===== config.mk =====
export PLATFORM = sky130hd
export DESIGN_NAME = hkct_div
export DESIGN_NICKNAME = d
export VERILOG_FILES = /design/src/rtl/hkct_pkg.sv /design/src/rtl/hkct_div.sv
export SDC_FILE = /design/constraint.sdc
export NUM_CORES = 1
export LEC_CHECK = 0
export BUFFER_PORTS_ARGS = -buffer_cell sky130_fd_sc_hd__buf_2
export CAP_MARGIN = 5
export CORE_MARGIN = 2
export CORE_UTILIZATION = 55
export CTS_CLUSTER_DIAMETER = 60
export DETAILED_ROUTE_END_ITERATION = 8
export PLACE_DENSITY = 0.89
export SYNTH_ARGS = -nofsm -noshare
export SYNTH_HDL_FRONTEND = slang
export SYNTH_SLANG_ARGS = --single-unit

===== constraint.sdc =====
create_clock -name clk -period 4 [get_ports clk]
set_input_delay 1.2 -clock clk [delete_from_list [all_inputs] [get_ports clk]]
set_output_delay 1.2 -clock clk [all_outputs]
set_load 0.05 [all_outputs]

===== src/rtl/hkct_pkg.sv =====
// ----------------------------------------------------------------------------
// hkct_pkg
// types and constants shared by the keyed counter table modules
// ----------------------------------------------------------------------------
package hkct_pkg;

  localparam int COUNT_W = 32;
  localparam int KEY_W   = 32;
  localparam int BCNT_W  = 9;
  localparam int STAT_W  = 2;

  localparam logic OPC_INC  = 1'b0;
  localparam logic OPC_READ = 1'b1;

  localparam logic [STAT_W-1:0] ST_OK        = 2'd0;
  localparam logic [STAT_W-1:0] ST_NOT_FOUND = 2'd1;
  localparam logic [STAT_W-1:0] ST_FULL      = 2'd2;

  localparam logic [COUNT_W-1:0] COUNT_MAX = '1;

  typedef struct packed {
    logic             opcode;
    logic [KEY_W-1:0] key;
  } in_item_t;

  typedef struct packed {
    logic [COUNT_W-1:0] count;
    logic [STAT_W-1:0]  status;
  } out_item_t;

  function automatic logic [COUNT_W-1:0] bump(input logic [COUNT_W-1:0] c);
    bump = (c == COUNT_MAX) ? c : c + COUNT_W'(1);
  endfunction

endpackage


===== src/rtl/hkct_div.sv =====
// ----------------------------------------------------------------------------
// hkct_div
// restoring remainder unit, one dividend bit per cycle
// ----------------------------------------------------------------------------
module hkct_div
  import hkct_pkg::*;
(
  input  logic              clk,
  input  logic              rst_n,
  input  logic              start,
  input  logic [KEY_W-1:0]  dividend,
  input  logic [BCNT_W-1:0] divisor,
  output logic              done_r,
  output logic [BCNT_W-1:0] rem_r
);

  localparam int CW = $clog2(KEY_W + 1);

  logic [KEY_W-1:0]  dvd_r;
  logic [BCNT_W-1:0] dsr_r;
  logic [CW-1:0]     cnt_r;
  logic              busy_r;
  logic [BCNT_W:0]   trial;
  logic [BCNT_W-1:0] rem_nxt;

  always_comb begin
    trial = {rem_r, dvd_r[KEY_W-1]};
    if (trial >= {1'b0, dsr_r}) begin
      rem_nxt = BCNT_W'(trial - {1'b0, dsr_r});
    end else begin
      rem_nxt = trial[BCNT_W-1:0];
    end
  end

  always_ff @(posedge clk) begin
    if (!rst_n) begin
      busy_r <= 1'b0;
      done_r <= 1'b0;
      cnt_r  <= '0;
    end else begin
      done_r <= 1'b0;
      if (start) begin
        busy_r <= 1'b1;
        cnt_r  <= '0;
        dvd_r  <= dividend;
        dsr_r  <= divisor;
        rem_r  <= '0;
      end else if (busy_r) begin
        rem_r <= rem_nxt;
        dvd_r <= {dvd_r[KEY_W-2:0], 1'b0};
        cnt_r <= cnt_r + CW'(1);
        if (cnt_r == CW'(KEY_W - 1)) begin
          busy_r <= 1'b0;
          done_r <= 1'b1;
        end
      end
    end
  end

endmodule


==> run_results.csv, run 1 <==
group,metric,value,unit
status,outcome,"finished clean",
critical_path,worstPathRequired,4.18,ns
route,number_of_remaining_drc_errors,0,
timing,slew_viol_final,0,
die,core.rowCount,25,
synth,synth_sequential_area_ratio,0.597,
timing,timing.max_slew.rel_slack,0.197,
synth,post_synth_inst_count,202,
route,drt_pre_antenna_iters,4,
critical_path,worst_path_dominant_cell_family,"compound AO/OA/AOI/OAI gates",
cts,clkTransAtPathRegs,0.07,ns
layout,multi_input_comb_area,0.00104,mm2
route,routed_wl,4820,um
timing,final.period_utilization,0.694,
synth,synth_ff_type,"edfxtp_1",
layout,finish.net_count,315,
grt,antenna_found_initial,0,
cts,cts_tree,"yes",
power,ir_worst_vdd,0.275,mV
cts,cts_resized,0,
route,detail_route.iter0.violations,47,
grt,first_pass_grt_wire_length,7650,um
die,placeableCoreArea,0.00482,mm2
grt,number_of_global_route_vias_before_repair,1781,
timing,fin_setup_tns,0,ns
cts,clock_tree_sinks,58,
synth,post_synthesis_sequential_element_count,58,
synth,avgSynthCellArea,13.8,um2
route,drt.antenna.violating_nets,0,
grt,grt_util_all_layers,0.188,
cts,postCtsSetupRepairBufs,0,
timing,tightest_slew,1.20,ns
timing,timing.final.setup_violations,0,
cts,cell_at_the_root_of_the_clock_tree,"clkbuf_8",
power,swShare,0.251,
hold_path,min-delay-path-class,"reg -> reg",
layout,seqCellArea,0.00166,mm2
cts,holdBufCountCts,0,
route,avgViaCountPerCell,5.28,
power,comb_power_share,0.172,
critical_path,timing.critical_path.arrival,2.96,ns
critical_path,crit_path_cell_trace,"inv_1, ha_1, inv_1, fa_1, a21o_1, a221oi_2, a31oi_1, or2_1, a21oi_1",
timing,fin_worst_skew,0.0105,ns
cts,cts_htree_levels,3,
power,power_leakage,1.33,nW
synth,synthesis.yosys.warnings,0,
die,fp.dieW,75.1,um
timing,layout_min_cycle_time,2.78,ns
layout,antenna_diodes,0,
route,dr_total_vias,1752,
grt,grt_overflow,0,
timing,worst_hold_slack,0.490,ns
power,clock_power_share,0.352,
layout,finalInstanceArea,0.00331,mm2
synth,synth_nets,257,
layout,fillerInstances,375,
critical_path,critPathMaxStageDelay,0.47,ns
cts,cts_buffer_depth,2,
timing,timing.final.ws_setup,1.22,ns
placement,routabilityCongestion,0.850,
cts,numCtsBuffers,9,
cts,clkLatencyLatePin,0.33,ns
critical_path,crit_path_end_kind,"flop",
die,top_level_ports,54,
placement,port-buffer-count,53,
die,start_util,0.578,
power,power.switching,0.383,mW
critical_path,critPathLaunchType,"flop",
layout,drive_above_1_share,0.396,
critical_path,critical_path.max_fanout,13,
critical_path,cp_num_buf_inv,2,
die,fp.dieArea,0.00565,mm2
power,power_density,461,mW/mm2
layout,flow.area_growth_from_synthesis,18.7,%
synth,ys_async_sr_fraction,0,
flow_run,cap_viol_max_count,0,
die,die-height,75.1,um
placement,place_worst_setup_slack,1.24,ns
route,wl_per_cell,14.5,um
synth,synth.cell_area,0.00278,mm2
critical_path,cpMaxStageDelayCell,"a31oi_1",
synth,yosysUniqueCellTypes,43,
power,p_seq_frac,0.477,
synth,number_of_synthesized_flops_with_an_enable_pin,50,
critical_path,cpMostUsedCell,"inv_1",
timing,fmax,360,MHz
power,p_int,1.14,mW
placement,placed_area,0.00311,mm2
critical_path,critical_path_class,"reg -> reg",
placement,dp.final_hpwl,3230,um
timing,report.final.hold_viol_count,0,
timing,setup_repair_after_global_routing_missed_its_margin,"false",
grt,grt_max_degree,45,
[routing by layer]
layer,track usage,wire [um],vias to the layer above
li1,-,-,871
met1,0.213,2050,827
met2,0.329,2470,46
met3,0.0455,220,8
met4,0.0994,81,0
met5,0,0,-
[worst register-to-register path, cell delays in order, from the launching register on]
cell      delay, ns
edfxtp_1       0.40
inv_1          0.07
ha_1           0.16
inv_1          0.06
fa_1           0.39
a21o_1         0.20
a221oi_2       0.37
a31oi_1        0.47
or2_1          0.38
a21oi_1        0.12
[logic make-up (layout without fill, tap and decap cells)]
group                    after synthesis  in the layout  share of synthesized area
XOR/XNOR                               7              7                     0.0220
AO/OA/AOI/OAI                         28             28                     0.0764
buffers and inverters                 20             83                     0.0297
flip-flops                            58             58                      0.597
AND/OR/NAND/NOR                       42             42                     0.0778
multiplexers                          36             36                      0.145
adder cells (fa/ha/maj)               11             11                     0.0521
[placed cells by master (no fill, tap or decap), types with 3 or more instances in the layout]
master / count
xor2_1: 3
xnor2_1: 4
mux2_2: 31
clkbuf_8: 11
nand2_1: 6
or3_1: 3
edfxtp_1: 50
mux2i_1: 4
ha_1: 10
buf_2: 53
a21oi_1: 5
nand3_1: 3
dfxtp_1: 8
nand4_1: 3
a21o_1: 3
o21ai_0: 5
inv_1: 13
nor2_1: 13
[flip-flops by register name, summed over array words and instances (netlist names)]
name	flops
dsr_r	9
done_r	1
rem_r	9
dvd_r	32
busy_r	1
cnt_r	6
[synth_stat cells, drive strengths merged (2+ instances only)]
cell type  number  share of area
clkbuf          5         0.0067
inv            13          0.018
a211oi          3          0.012
o21a            2         0.0054
edfxtp         50           0.54
dfxtp           8          0.058
nand2b          2         0.0045
or2             4         0.0090
nand3           3         0.0054
a21oi           5         0.0090
and3            2         0.0045
xor2            3         0.0094
o21ai           5         0.0090
mux2i           4          0.014
o2111ai         2         0.0063
xnor2           4          0.013
nor2           13          0.018
or3             3         0.0067
ha             10          0.045
mux2           32           0.13
buf             2         0.0054
nand2           6         0.0081
and2            2         0.0045
nand4           3         0.0067
a21o            3         0.0081
[final timing paths]
path                         startpoint                     end  slack (ns)  cells past startpoint
setup / recovery    dvd_r[31]$_DFFE_PP_  rem_r[7]$_SDFFCE_PP0P_        1.22                      9
hold / removal    cnt_r[5]$_SDFFE_PP0P_       done_r$_SDFF_PP0_        0.49                      1
setup reg to reg    dvd_r[31]$_DFFE_PP_  rem_r[7]$_SDFFCE_PP0P_        1.22                      9
hold reg to reg   cnt_r[5]$_SDFFE_PP0P_       done_r$_SDFF_PP0_        0.49                      1
[power by group through the flow]
stage               Combinational [mW]  Sequential [mW]  Clock (mW)
finish                           0.262            0.727       0.536
global route                     0.287            0.731       0.568
CTS                              0.263            0.728       0.543
detailed placement               0.260            0.740           0
global placement                 0.253            0.738           0
floorplan                        0.173            0.767           0
[through the flow]
step | power, mW | std cells | utilization
global route | 1.59 | 332 | 0.686
CTS | 1.53 | 332 | 0.686
floorplan | 0.939 | 202 | -
finish | 1.53 | 332 | 0.686
detailed placement | 1.00 | 316 | 0.645
global placement | 0.991 | 316 | 0.645
[cell type report]
type	instances	share of cell area
sequential	58	0.503
multi-input combinational	124	0.315
timing repair buffer	54	0.0825
inverter	13	0.0148
clock buffer	13	0.0481
clock inverter	3	0.0117
tap	67	0.0254
Note: power is estimated with default switching activity, not from simulation.
==> run 2: changes to the inputs <==
CORE_UTILIZATION = 49   (was 55)
PLACE_DENSITY = 0.85   (was 0.89)
clock period = 2.4 ns   (was 4 ns; I/O delays follow)
==> run_results.csv, run 2 (synthesized netlist as in run 1, its figures left out) <==
group,metric,value,unit
die,start_util,0.506,
critical_path,cpMostUsedCell,"inv_1",
cts,clkTransAtPathRegs,0.07,ns
grt,antenna_found_initial,0,
die,die-height,79.4,um
critical_path,worstPathRequired,2.58,ns
route,number_of_remaining_drc_errors,0,
timing,timing.final.setup_violations,0,
power,power_density,741,mW/mm2
layout,utilization_after_layout,0.609,
timing,setup_repair_after_global_routing_missed_its_margin,"true",
hold_path,min-delay-path-class,"reg -> reg",
critical_path,cpMaxStageDelayCell,"edfxtp_1",
power,report.power.total,2.48,mW
grt,grt_max_degree,22,
placement,port-buffer-count,53,
layout,drive_above_1_share,0.425,
placement,placed_area,0.00317,mm2
layout,stdcell_count,345,
critical_path,critical_path_class,"reg -> reg",
power,power_leakage,1.36,nW
cts,numCtsBuffers,9,
timing,timing.max_slew.rel_slack,0.664,
critical_path,timing.critical_path.arrival,2.50,ns
die,fp.dieArea,0.00630,mm2
cts,holdBufCountCts,0,
route,avgViaCountPerCell,5.28,
grt,grt_overflow,0,
die,top_level_ports,54,
die,core.rowCount,27,
layout,flow.area_growth_from_synthesis,20.5,%
route,drt_pre_antenna_iters,4,
critical_path,crit_path_end_kind,"flop",
placement,routabilityCongestion,0.878,
placement,place_inst,328,
layout,register_name_with_the_most_flops,"dvd_r",
layout,antenna_diodes,0,
timing,slew_viol_final,0,
cts,clock_tree_sinks,58,
route,detail_route.iter0.violations,75,
timing,report.final.hold_viol_count,0,
grt,first_pass_grt_wire_length,8120,um
layout,mostFrequentLayoutCell,"buf_2",
timing,final.period_utilization,0.968,
timing,fin_worst_skew,0.0108,ns
cts,cts_tree,"yes",
cts,cts_htree_levels,3,
route,routed_wl,5150,um
timing,layout_min_cycle_time,2.32,ns
die,placeableCoreArea,0.00551,mm2
flow_run,cap_viol_max_count,0,
die,fp.dieW,79.4,um
route,dr_total_vias,1822,
timing,tightest_slew,0.504,ns
status,outcome,"finished clean",
layout,finalInstanceArea,0.00335,mm2
power,ir_worst_vdd,0.394,mV
critical_path,critPathLaunchType,"flop",
layout,layout_common_cells,"buf_2 (53), edfxtp_1 (50), mux2_2 (31)",
route,drt.antenna.violating_nets,0,
layout,finish.net_count,323,
cts,cell_at_the_root_of_the_clock_tree,"clkbuf_8",
placement,dp.final_hpwl,3650,um
critical_path,critPathMaxStageDelay,0.39,ns
layout,reg.largest.list,"dvd_r (32), dsr_r (9), rem_r (9)",
cts,clkLatencyLatePin,0.33,ns
layout,largest_register_ff_count,32,
grt,number_of_global_route_vias_before_repair,1853,
critical_path,critical_path.max_fanout,2,
grt,grt_util_all_layers,0.174,
cts,cts_buffer_depth,2,
route,wl_per_cell,14.9,um
critical_path,crit_path_cell_trace,"inv_1, ha_1, inv_1, fa_2, a21o_1, a221oi_2, buf_4, o21bai_1, mux2_4, nor3_2",
timing,fmax,430,MHz
## run 2: worst paths after layout
path	endpoint	cells past startpoint	slack [ns]	startpoint
hold reg to reg	done_r$_SDFF_PP0_	1	0.48	cnt_r[5]$_SDFFE_PP0P_
hold / removal	done_r$_SDFF_PP0_	1	0.48	cnt_r[5]$_SDFFE_PP0P_
setup reg to reg	rem_r[8]$_SDFFCE_PP0P_	10	0.08	dvd_r[31]$_DFFE_PP_
setup / recovery	rem_r[8]$_SDFFCE_PP0P_	10	0.08	dvd_r[31]$_DFFE_PP_
## run 2: layer usage
layer,GRT usage,up-vias,part of all wire
li1,-,884,-
met3,0.0588,10,0.056
met4,0.0828,0,0.018
met1,0.198,878,0.43
met2,0.295,50,0.50
met5,0,-,0
## run 2: critical path: cells and delay by family, from the launching register on
family,cells,cell delay (ns)
compound gates,3,0.52
fa+ha+maj,2,0.51
flops,1,0.39
mux,1,0.31
buf+inv,3,0.29
simple gates,1,0.16
## run 2: what timing repair did
item                                    CTS  global route
endpoints found under the setup margin    0             5
buffers inserted                          0             1
gates resized for setup                   0             1
## run 2: stage by stage
stage | hold slack [ns] | setup TNS (ns) | setup WS [ns]
3_5_place_dp | 0.465 | 0 | 0.0781
5_1_grt | 0.490 | -0.0105 | -0.0105
6_report | 0.484 | 0 | 0.0769
2_1_floorplan | 0.429 | 0 | 0.0208
4_1_cts | 0.485 | 0 | 0.0688
3_3_place_gp | 0.458 | 0 | 0.145
## run 2: where the power goes
part	leakage [nW]	total, mW	internal (mW)	switching (mW)
logic	0.729	0.477	0.215	0.263
registers	0.542	1.21	1.18	0.0319
clock network	0.0932	0.795	0.426	0.368
total	1.36	2.48	1.82	0.663
## run 2: final cells by class
cell class | instances | area (um2)
tap | 72 | 90.1
clock inverter | 3 | 15.0
inverter | 13 | 48.8
multi-input combinational | 124 | 1050
clock buffer | 13 | 159
fill | 459 | 2150
timing repair buffer | 62 | 333
sequential | 58 | 1660
