===== src/rtl/hkct_ram.sv =====
// ----------------------------------------------------------------------------
// hkct_ram
// generic simple dual port ram, one write port, registered read
// ----------------------------------------------------------------------------
module hkct_ram #(
  parameter int WIDTH = 8,
  parameter int DEPTH = 16,
  parameter int AW    = (DEPTH > 1) ? $clog2(DEPTH) : 1
) (
  input  logic             clk,
  input  logic             we,
  input  logic [AW-1:0]    waddr,
  input  logic [WIDTH-1:0] wdata,
  input  logic [AW-1:0]    raddr,
  output logic [WIDTH-1:0] rdata_r
);

  logic [WIDTH-1:0] mem [DEPTH];

  always_ff @(posedge clk) begin
    if (we) begin
      mem[waddr] <= wdata;
    end
    rdata_r <= mem[raddr];
  end

endmodule


===== config.mk =====
export PLATFORM = sky130hd
export DESIGN_NAME = hkct_ram
export DESIGN_NICKNAME = d
export VERILOG_FILES = /design/src/rtl/hkct_ram.sv
export SDC_FILE = /design/constraint.sdc
export NUM_CORES = 1
export LEC_CHECK = 0
export BUFFER_PORTS_ARGS = -buffer_cell sky130_fd_sc_hd__buf_2
export CORE_UTILIZATION = 50
export DETAILED_ROUTE_END_ITERATION = 12
export GPL_TIMING_DRIVEN = 0
export MAX_ROUTING_LAYER = met4
export PLACE_DENSITY = 0.67
export SYNTH_ARGS = -nofsm -noshare
export SYNTH_HDL_FRONTEND = slang
export SYNTH_SLANG_ARGS = --single-unit
export TNS_END_PERCENT = 20

===== constraint.sdc =====
create_clock -name clk -period 3.2 [get_ports clk]
set_input_delay 0.64 -clock clk [delete_from_list [all_inputs] [get_ports clk]]
set_output_delay 0.64 -clock clk [all_outputs]
set_load 0.03 [all_outputs]

==> results of run 1 <==
==> cell type report <==
cell class                      count  area (um2)
Buffer                             10        86.3
Clock inverter                      8        97.6
Fill cell                         660        3850
Timing Repair Buffer               25         125
Tap cell                          133         166
Multi-Input combinational cell     83        1060
Clock buffer                       24         470
Sequential cell                   136        4000
==> through the flow <==
stage	hold slack (ps)	worst slack, ps	utilization (%)	instances
final	532	1380	60.9	419
after global routing	509	1270	60.9	419
after CTS	515	952	60.8	418
after detailed placement	675	411	55.1	386
after global placement	662	491	55.1	386
after floorplan	629	1070	-	229
==> per-layer routing <==
metal	wire (um)	track usage [%]
met1	4340	29.6
met2	4620	28.9
met3	462	6.25
met4	84	7.58
met5	0	-
==> sequential cells by signal (all words and copies together), names as in the netlist <==
register	count
rdata_r	8
mem	128
==> critical path, cell delays in order <==
cell and delay, ps:
buf_2 110, or3b_2 540, nor3_2 650
==> final timing paths <==
kind                            slack, ps         end  depth (start not counted)  startpoint
worst max-delay path                 1380   mem[0][4]                          3    waddr[2]
worst min-delay path                  530   mem[6][6]                          1    wdata[6]
worst max register to register       1720  rdata_r[3]                          3   mem[4][3]
worst min register to register        680  rdata_r[3]                          3   mem[8][3]
==> logic make-up (layout without fill, tap and decap cells) <==
| family | after synthesis | count (layout) | synth area share (%) |
|---|---|---|---|
| muxes | 32 | 32 | 15.0 |
| buffers and inverters | 10 | 67 | 1.68 |
| and+or+nand+nor | 35 | 35 | 3.18 |
| AOI/OAI and AO/OA | 16 | 16 | 2.33 |
| DFF | 136 | 136 | 77.8 |
==> power breakdown <==
group / switching [W] / internal, W
sequential: 0.00000871 / 0.00199
clock: 0.000682 / 0.00117
combinational: 0.000132 / 0.0000794
total: 0.000822 / 0.00324
==> cell usage in the layout (no fill, tap or decap), drive strengths merged <==
cell           netlist  routed
nand3                1       1
clkinv               0       3
dfxtp                8       8
bufinv               0       2
clkinvlp             0       3
clkdlybuf4s25        3       3
a22oi               16      16
clkbuf               0      25
nand2b               2       2
nand2                9       9
or3b                 1       1
mux4                32      32
edfxtp             128     128
buf                  7      31
and2b                1       1
nor2                13      13
and2                 1       1
nand3b               2       2
nor2b                1       1
nor3                 4       4
==> impl_results.md, run 1 <==
* Outcome: finished clean
* Net count, final at 291
* Number of H-tree levels at 4
* Critical path data arrival time at 1950 ps
* HPWL Detailed at 5.83 mm
* Area growth from synthesis to layout at 16.8%
* Post-route cell area at 6010 um2
* Library cells used by synthesis at 19
* Max-Cap Viols at 0
* Worst Path Required at 3330 ps
* Inserted Clock Buffers at 17
* Cell type with the largest total area after synthesis: edfxtp_1
* Crit path max fanout at 8
* First-pass GRT wire length at 14.0 mm
* Commonest cells post-synth: 128 x edfxtp_1, 18 x mux4_2, 16 x a22oi_1
* Setup bufs post-CTS at 0
* Number of antenna violations at the first check in global routing at 0
* Vias in the first global route at 2285
* Period utilization at 56.7%
* GP Congestion at 0.715
* Most frequent cell after synthesis: edfxtp_1
* Asr flop ratio synth at 0%
* Worst vdd ir at 0.342 mV
* Crit. End Element: register
* Syn Area/Cell at 22.5 um2
* Post-Syn Area at 5150 um2
* IO Port Bufs at 24
* Die span in x at 103 um
* Top Ports at 26
* Achievable Freq at 551 MHz
* Worst min path class: primary input to register
* Worst setup path class: primary input to register
* Site Rows at 36
* CTS tree: yes
* Slew @ Worst Pin at 1210 ps
* Startpoint types: primary input
* Pwr/cell area at 675 nW/um2
* Post-synth top area share at 74.7%
* DRT iter0 DRCs at 253
* Cts hold-fix bufs at 0
* Core ar. at 9860 um2
* Worst clock skew at 12.8 ps
* Antenna cells at 0
* Setup tns final at 0 ps
* Root buffer cell: clkbuf_8
* Final wirelength at 9.51 mm
* Endpoints failing hold at 0
* DRT antenna net count at 0
* Overall power at 0.00406 W
* Max_slew headroom at 18.4%
* Setup Viol. Count Final at 0
* DIE AREA at 10700 um2
* Register area share after synthesis at 77.8%
* DR pass1 iterations at 5
* Synth Instances at 229
* Total GRT Usage at 20.9%
* YS warnings at 0
* Total clock sinks at 136
* Ys flop type: edfxtp_1
* Vias per inst at 5.60
* Layout cells sized above 1 at 29.0%
* Clock Latency Late Sink at 510 ps
* DIE HEIGHT at 103 um
* Final Max Tran Viols at 0
* Resized cells post-CTS at 0
* DR vias at 2348
* Placed Area at 5430 um2
* # DRC at 0
* Starting Density at 52.2%
* RSZ-0062 raised after global routing: false
* Leakage at 2.02 nW
* Wire per inst at 22.7 um
* Total grt overflow at 0
* FF+latch count, synth at 136
* Largest cells by area after synthesis: edfxtp_1 75%, mux4_2 7.9%, mux4_1 7.1%, dfxtp_1 3.1%, a22oi_1 2.3%
* Largest net degree at the start of global routing at 17
* Number of flops mapped to enable cells by yosys at 128
* Worst-path clk slew at 60 ps
* Clock Tree Buf Depth at 2
* Net count after synthesis at 247
* Min Tclk post-route at 1820 ps
No activity file was read; power rests on OpenSTA's default activity.
==> run 2, diff against run 1 <==
==> constraint.sdc (replaced) <==
create_clock -name clk -period 1.7 [get_ports clk]
set_input_delay 0.34 -clock clk [delete_from_list [all_inputs] [get_ports clk]]
set_output_delay 0.34 -clock clk [all_outputs]
set_load 0.03 [all_outputs]
==> impl_results.md, run 2 (synthesized netlist as in run 1, its figures left out) <==
* Commonest cells after routing, fill and taps aside: 128 x edfxtp_1, 27 x buf_2, 18 x mux4_2
* Vias in the first global route at 2332
* Clock Latency Late Sink at 520 ps
* Cts hold-fix bufs at 0
* DIE HEIGHT at 103 um
* Site Rows at 36
* CTS tree: yes
* Crit path max fanout at 8
* Total grt overflow at 0
* Final Max Tran Viols at 0
* Achievable Freq at 659 MHz
* DIE AREA at 10700 um2
* Commonest non-fill, non-tap cell in the layout: edfxtp_1
* Crit-path cells: buf_2, or3b_2, nor2_1
* Critical path data arrival time at 1660 ps
* Worst setup path class: primary input to register
* Clock share of power at 43.7%
* Net count, final at 290
* Total GRT Usage at 21.0%
* Worst-path clk slew at 60 ps
* Critical Path Max Stage Delay at 650 ps
* Cell family with most CP delay: simple AND/OR/NAND/NOR gates
* Net Sw Frac at 22.8%
* Logic pwr share at 5.4%
* # DRC at 0
* Wire per inst at 22.8 um
* Overall power at 0.00739 W
* Max_slew headroom at 17.2%
* Period utilization at 89.3%
* Worst clock skew at 5.81 ps
* Pwr/cell area at 1240 nW/um2
* Outcome: finished clean
* Root buffer cell: clkbuf_8
* Endpoints failing hold at 0
* Inserted Clock Buffers at 17
* Top Ports at 26
* Startpoint types: primary input
* DRT antenna net count at 0
* Starting Density at 52.2%
* Worst Path Required at 1840 ps
* Setup bufs post-CTS at 0
* Core ar. at 9860 um2
* Setup tns final at 0 ps
* DRT iter0 DRCs at 201
* Largest reg by FF count: mem
* Die span in x at 103 um
* Slew @ Worst Pin at 1230 ps
* DR pass1 iterations at 4
* First-pass GRT wire length at 14.2 mm
* GP Congestion at 0.733
* Max FFs per register at 128
* IO Port Bufs at 24
* Final wirelength at 9.54 mm
* Crit path buffers/inverters at 1
* Clock Tree Buf Depth at 2
* Setup Viol. Count Final at 0
* Leakage at 1.98 nW
* Post-layout instance count excluding filler cells at 418
* Slowest stage cell, crit path: nor2_1
* P_sw at 0.00169 W
* Antenna cells at 0
* Number of H-tree levels at 4
* RSZ-0062 raised after global routing: false
* Crit. End Element: register
* Internal at 0.00571 W
* Area growth from synthesis to layout at 16.1%
* Top flop regs: mem (128), rdata_r (8)
* Number of antenna violations at the first check in global routing at 0
* Layout cells sized above 1 at 30.5%
* Total clock sinks at 136
* DR vias at 2427
* Vias per inst at 5.81
* Seq pwr share at 50.9%
* Worst min path class: primary input to register
* Worst vdd ir at 0.681 mV
* DP Cell Count at 386
* Max-Cap Viols at 0
* Largest net degree at the start of global routing at 17
* Min Tclk post-route at 1520 ps
* HPWL Detailed at 5.73 mm
-- run 2: path summary, 6_finish.rpt --
kind	cells after the start	slack [ps]	end	from
max	3	180	mem[2][0]	waddr[2]
min	1	220	mem[15][5]	wdata[5]
max reg2reg	3	280	rdata_r[0]	mem[5][0]
min reg2reg	3	690	rdata_r[3]	mem[11][3]
-- run 2: per-stage QoR --
step	hold WS (ps)	util [%]	setup slack, ps	area (um2)
final	216	60.6	183	5980
after global routing	207	60.6	86.7	5980
after CTS	196	60.6	96.6	5970
after detailed placement	677	55.1	-417	5440
after global placement	658	55.1	-454	5440
after floorplan	439	-	93.9	5150
-- run 2: layout make-up --
| type | instances | area (um2) |
|---|---|---|
| Timing Repair Buffer | 24 | 120 |
| Fill cell | 689 | 3890 |
| Buffer | 10 | 86.3 |
| Clock buffer | 17 | 414 |
| Clock inverter | 15 | 120 |
| Multi-Input combinational cell | 83 | 1070 |
| Tap cell | 133 | 166 |
| Sequential cell | 136 | 4000 |
-- run 2: metal layers --
| layer | vias up | GRT usage [%] | part of all wire (%) |
|---|---|---|---|
| met2 | 101 | 28.1 | 47 |
| met1 | 1244 | 30.6 | 46 |
| met3 | 15 | 5.91 | 6.1 |
| met5 | - | - | 0 |
| met4 | 0 | 8.34 | 1.7 |
| li1 | 1067 | - | - |
-- run 2: what timing repair did --
action                                  4_1_cts  5_1_grt
hold endpoints to repair                      0        0
endpoints found under the setup margin        0        8
gates resized for setup                       0        1
-- run 2: power by group through the flow --
stage | combinational (W) | sequential, W | clock, W
detailed placement | 0.000399 | 0.00384 | 0
floorplan | 0.000191 | 0.00388 | 0
global placement | 0.000392 | 0.00383 | 0
finish | 0.000398 | 0.00376 | 0.00323
global route | 0.000431 | 0.00377 | 0.00341
CTS | 0.000400 | 0.00377 | 0.00327
==> run 3, diff against run 2 <==
--- a/config.mk
+++ b/config.mk
@@ -8,7 +8,7 @@
 export BUFFER_PORTS_ARGS = -buffer_cell sky130_fd_sc_hd__buf_2
 export CORE_UTILIZATION = 50
 export DETAILED_ROUTE_END_ITERATION = 12
-export GPL_TIMING_DRIVEN = 0
+export GPL_TIMING_DRIVEN = 1
 export MAX_ROUTING_LAYER = met4
 export PLACE_DENSITY = 0.67
 export SYNTH_ARGS = -nofsm -noshare
==> constraint.sdc (replaced) <==
create_clock -name clk -period 1.7 [get_ports clk]
set_input_delay 0.34 -clock clk [delete_from_list [all_inputs] [get_ports clk]]
set_output_delay 0.34 -clock clk [all_outputs]
set_load 0.05 [all_outputs]
==> impl_results.md, run 3 (synthesized netlist as in run 1, its figures left out) <==
* IO Port Bufs at 25
* Vias per inst at 5.61
* Inserted Clock Buffers at 17
* Period utilization at 87.7%
* Largest net degree at the start of global routing at 33
* Clock Tree Buf Depth at 2
* Die span in x at 103 um
* Critical Path Max Stage Delay at 360 ps
* DRT iter0 DRCs at 139
* Achievable Freq at 670 MHz
* Net count, final at 303
* Worst vdd ir at 0.610 mV
* Critical path data arrival time at 1150 ps
* Resized cells post-CTS at 0
* Commonest cells after routing, fill and taps aside: 128 x edfxtp_1, 25 x buf_2, 19 x buf_4
* DIE HEIGHT at 103 um
* Setup bufs post-CTS at 0
* Site Rows at 36
* Vias in the first global route at 2442
* Hold slack at 217 ps
* Crit path buffers/inverters at 1
* Number of antenna violations at the first check in global routing at 0
* Worst clock skew at 7.72 ps
* Outcome: finished clean
* Final wirelength at 9.21 mm
* Core ar. at 9860 um2
* HPWL Detailed at 5.72 mm
* Worst-path clk slew at 60 ps
* Startpoint types: register
* Commonest non-fill, non-tap cell in the layout: edfxtp_1
* Crit. End Element: primary output
* Worst setup path start: rdata_r[3]
* Slowest stage cell, crit path: dfxtp_1
* Crit path max fanout at 1
* Slew @ Worst Pin at 756 ps
* Setup ws final at 208 ps
* Max_slew headroom at 49.5%
* Max-Cap Viols at 0
* Final core utilization at 62.6%
* DR pass1 iterations at 4
* Leakage at 2.11 nW
* Root buffer cell: clkbuf_8
* Number of H-tree levels at 4
* Total grt overflow at 0
* Top Ports at 26
* Overall power at 0.00794 W
* Worst setup path class: register to primary output
* Reg2reg start: mem[10][1]
* Area growth from synthesis to layout at 20.0%
* Pre-CTS setup slack at -62.6 ps
* Total GRT Usage at 20.1%
* Cts hold-fix bufs at 0
* DR vias at 2416
* Worst Path Required at 1360 ps
* Antenna cells at 0
* Wire per inst at 21.4 um
* Final Max Tran Viols at 0
* Endpoints failing hold at 0
* Starting Density at 52.2%
* CTS tree: yes
* Cell family with most CP delay: flip-flops
* Top flop regs: mem (128), rdata_r (8)
* Max FFs per register at 128
* # DRC at 0
* Largest reg by FF count: mem
* Layout cells sized above 1 at 32.6%
* Setup Viol. Count Final at 0
* DRT antenna net count at 0
* Worst min path class: primary input to register
* RSZ-0062 raised after global routing: false
* Pwr/cell area at 1290 nW/um2
* DIE AREA at 10700 um2
* First-pass GRT wire length at 13.9 mm
* GP Congestion at 0.727
* Total clock sinks at 136
* Clock Latency Late Sink at 510 ps
* Crit-path cells: buf_2
* Min-delay src: wdata[2]
* Min Tclk post-route at 1490 ps
## run 3: cell count changes in the layout (fill, tap and decap cells not counted), sizes merged
cell           change
buf               +16
bufinv             +4
clkbuf             +1
clkdlybuf4s25      -3
clkinvlp           -3
inv                -2
## run 3: final timing paths
path / depth (start not counted) / endpoint / slack, ps
worst max-delay path: 1 / rdata_r[3] / 210
worst max register to register: 3 / rdata_r[1] / 350
worst min register to register: 3 / rdata_r[4] / 680
worst min-delay path: 1 / mem[3][2] / 220
## run 3: through the flow
step                      instances  instance area [um2]  TNS, ps
after floorplan                 229                 5150        0
after CTS                       431                 6180        0
after global placement          399                 5560    -81.9
after global routing            431                 6180        0
final                           431                 6180        0
after detailed placement        399                 5560     -155
## run 3: area by class of cell
cell class                      count  area (um2)
Clock inverter                     14         199
Clock buffer                       18         418
Tap cell                          133         166
Fill cell                         665        3690
Timing Repair Buffer               47         328
Multi-Input combinational cell     83        1060
Sequential cell                   136        4000
## run 3: where the power goes
group	internal, W	switching [W]	total, W	leakage (nW)
Clock	0.00239	0.00136	0.00375	0.290
Combinational	0.000159	0.000266	0.000425	0.600
Sequential	0.00375	0.0000223	0.00377	1.22
## run 3: per-layer routing
layer | track usage, % | share of wire (%)
met2 | 30.3 | 50
met3 | 4.64 | 6.4
met1 | 27.0 | 43
met4 | 7.91 | 0.70
met5 | - | 0
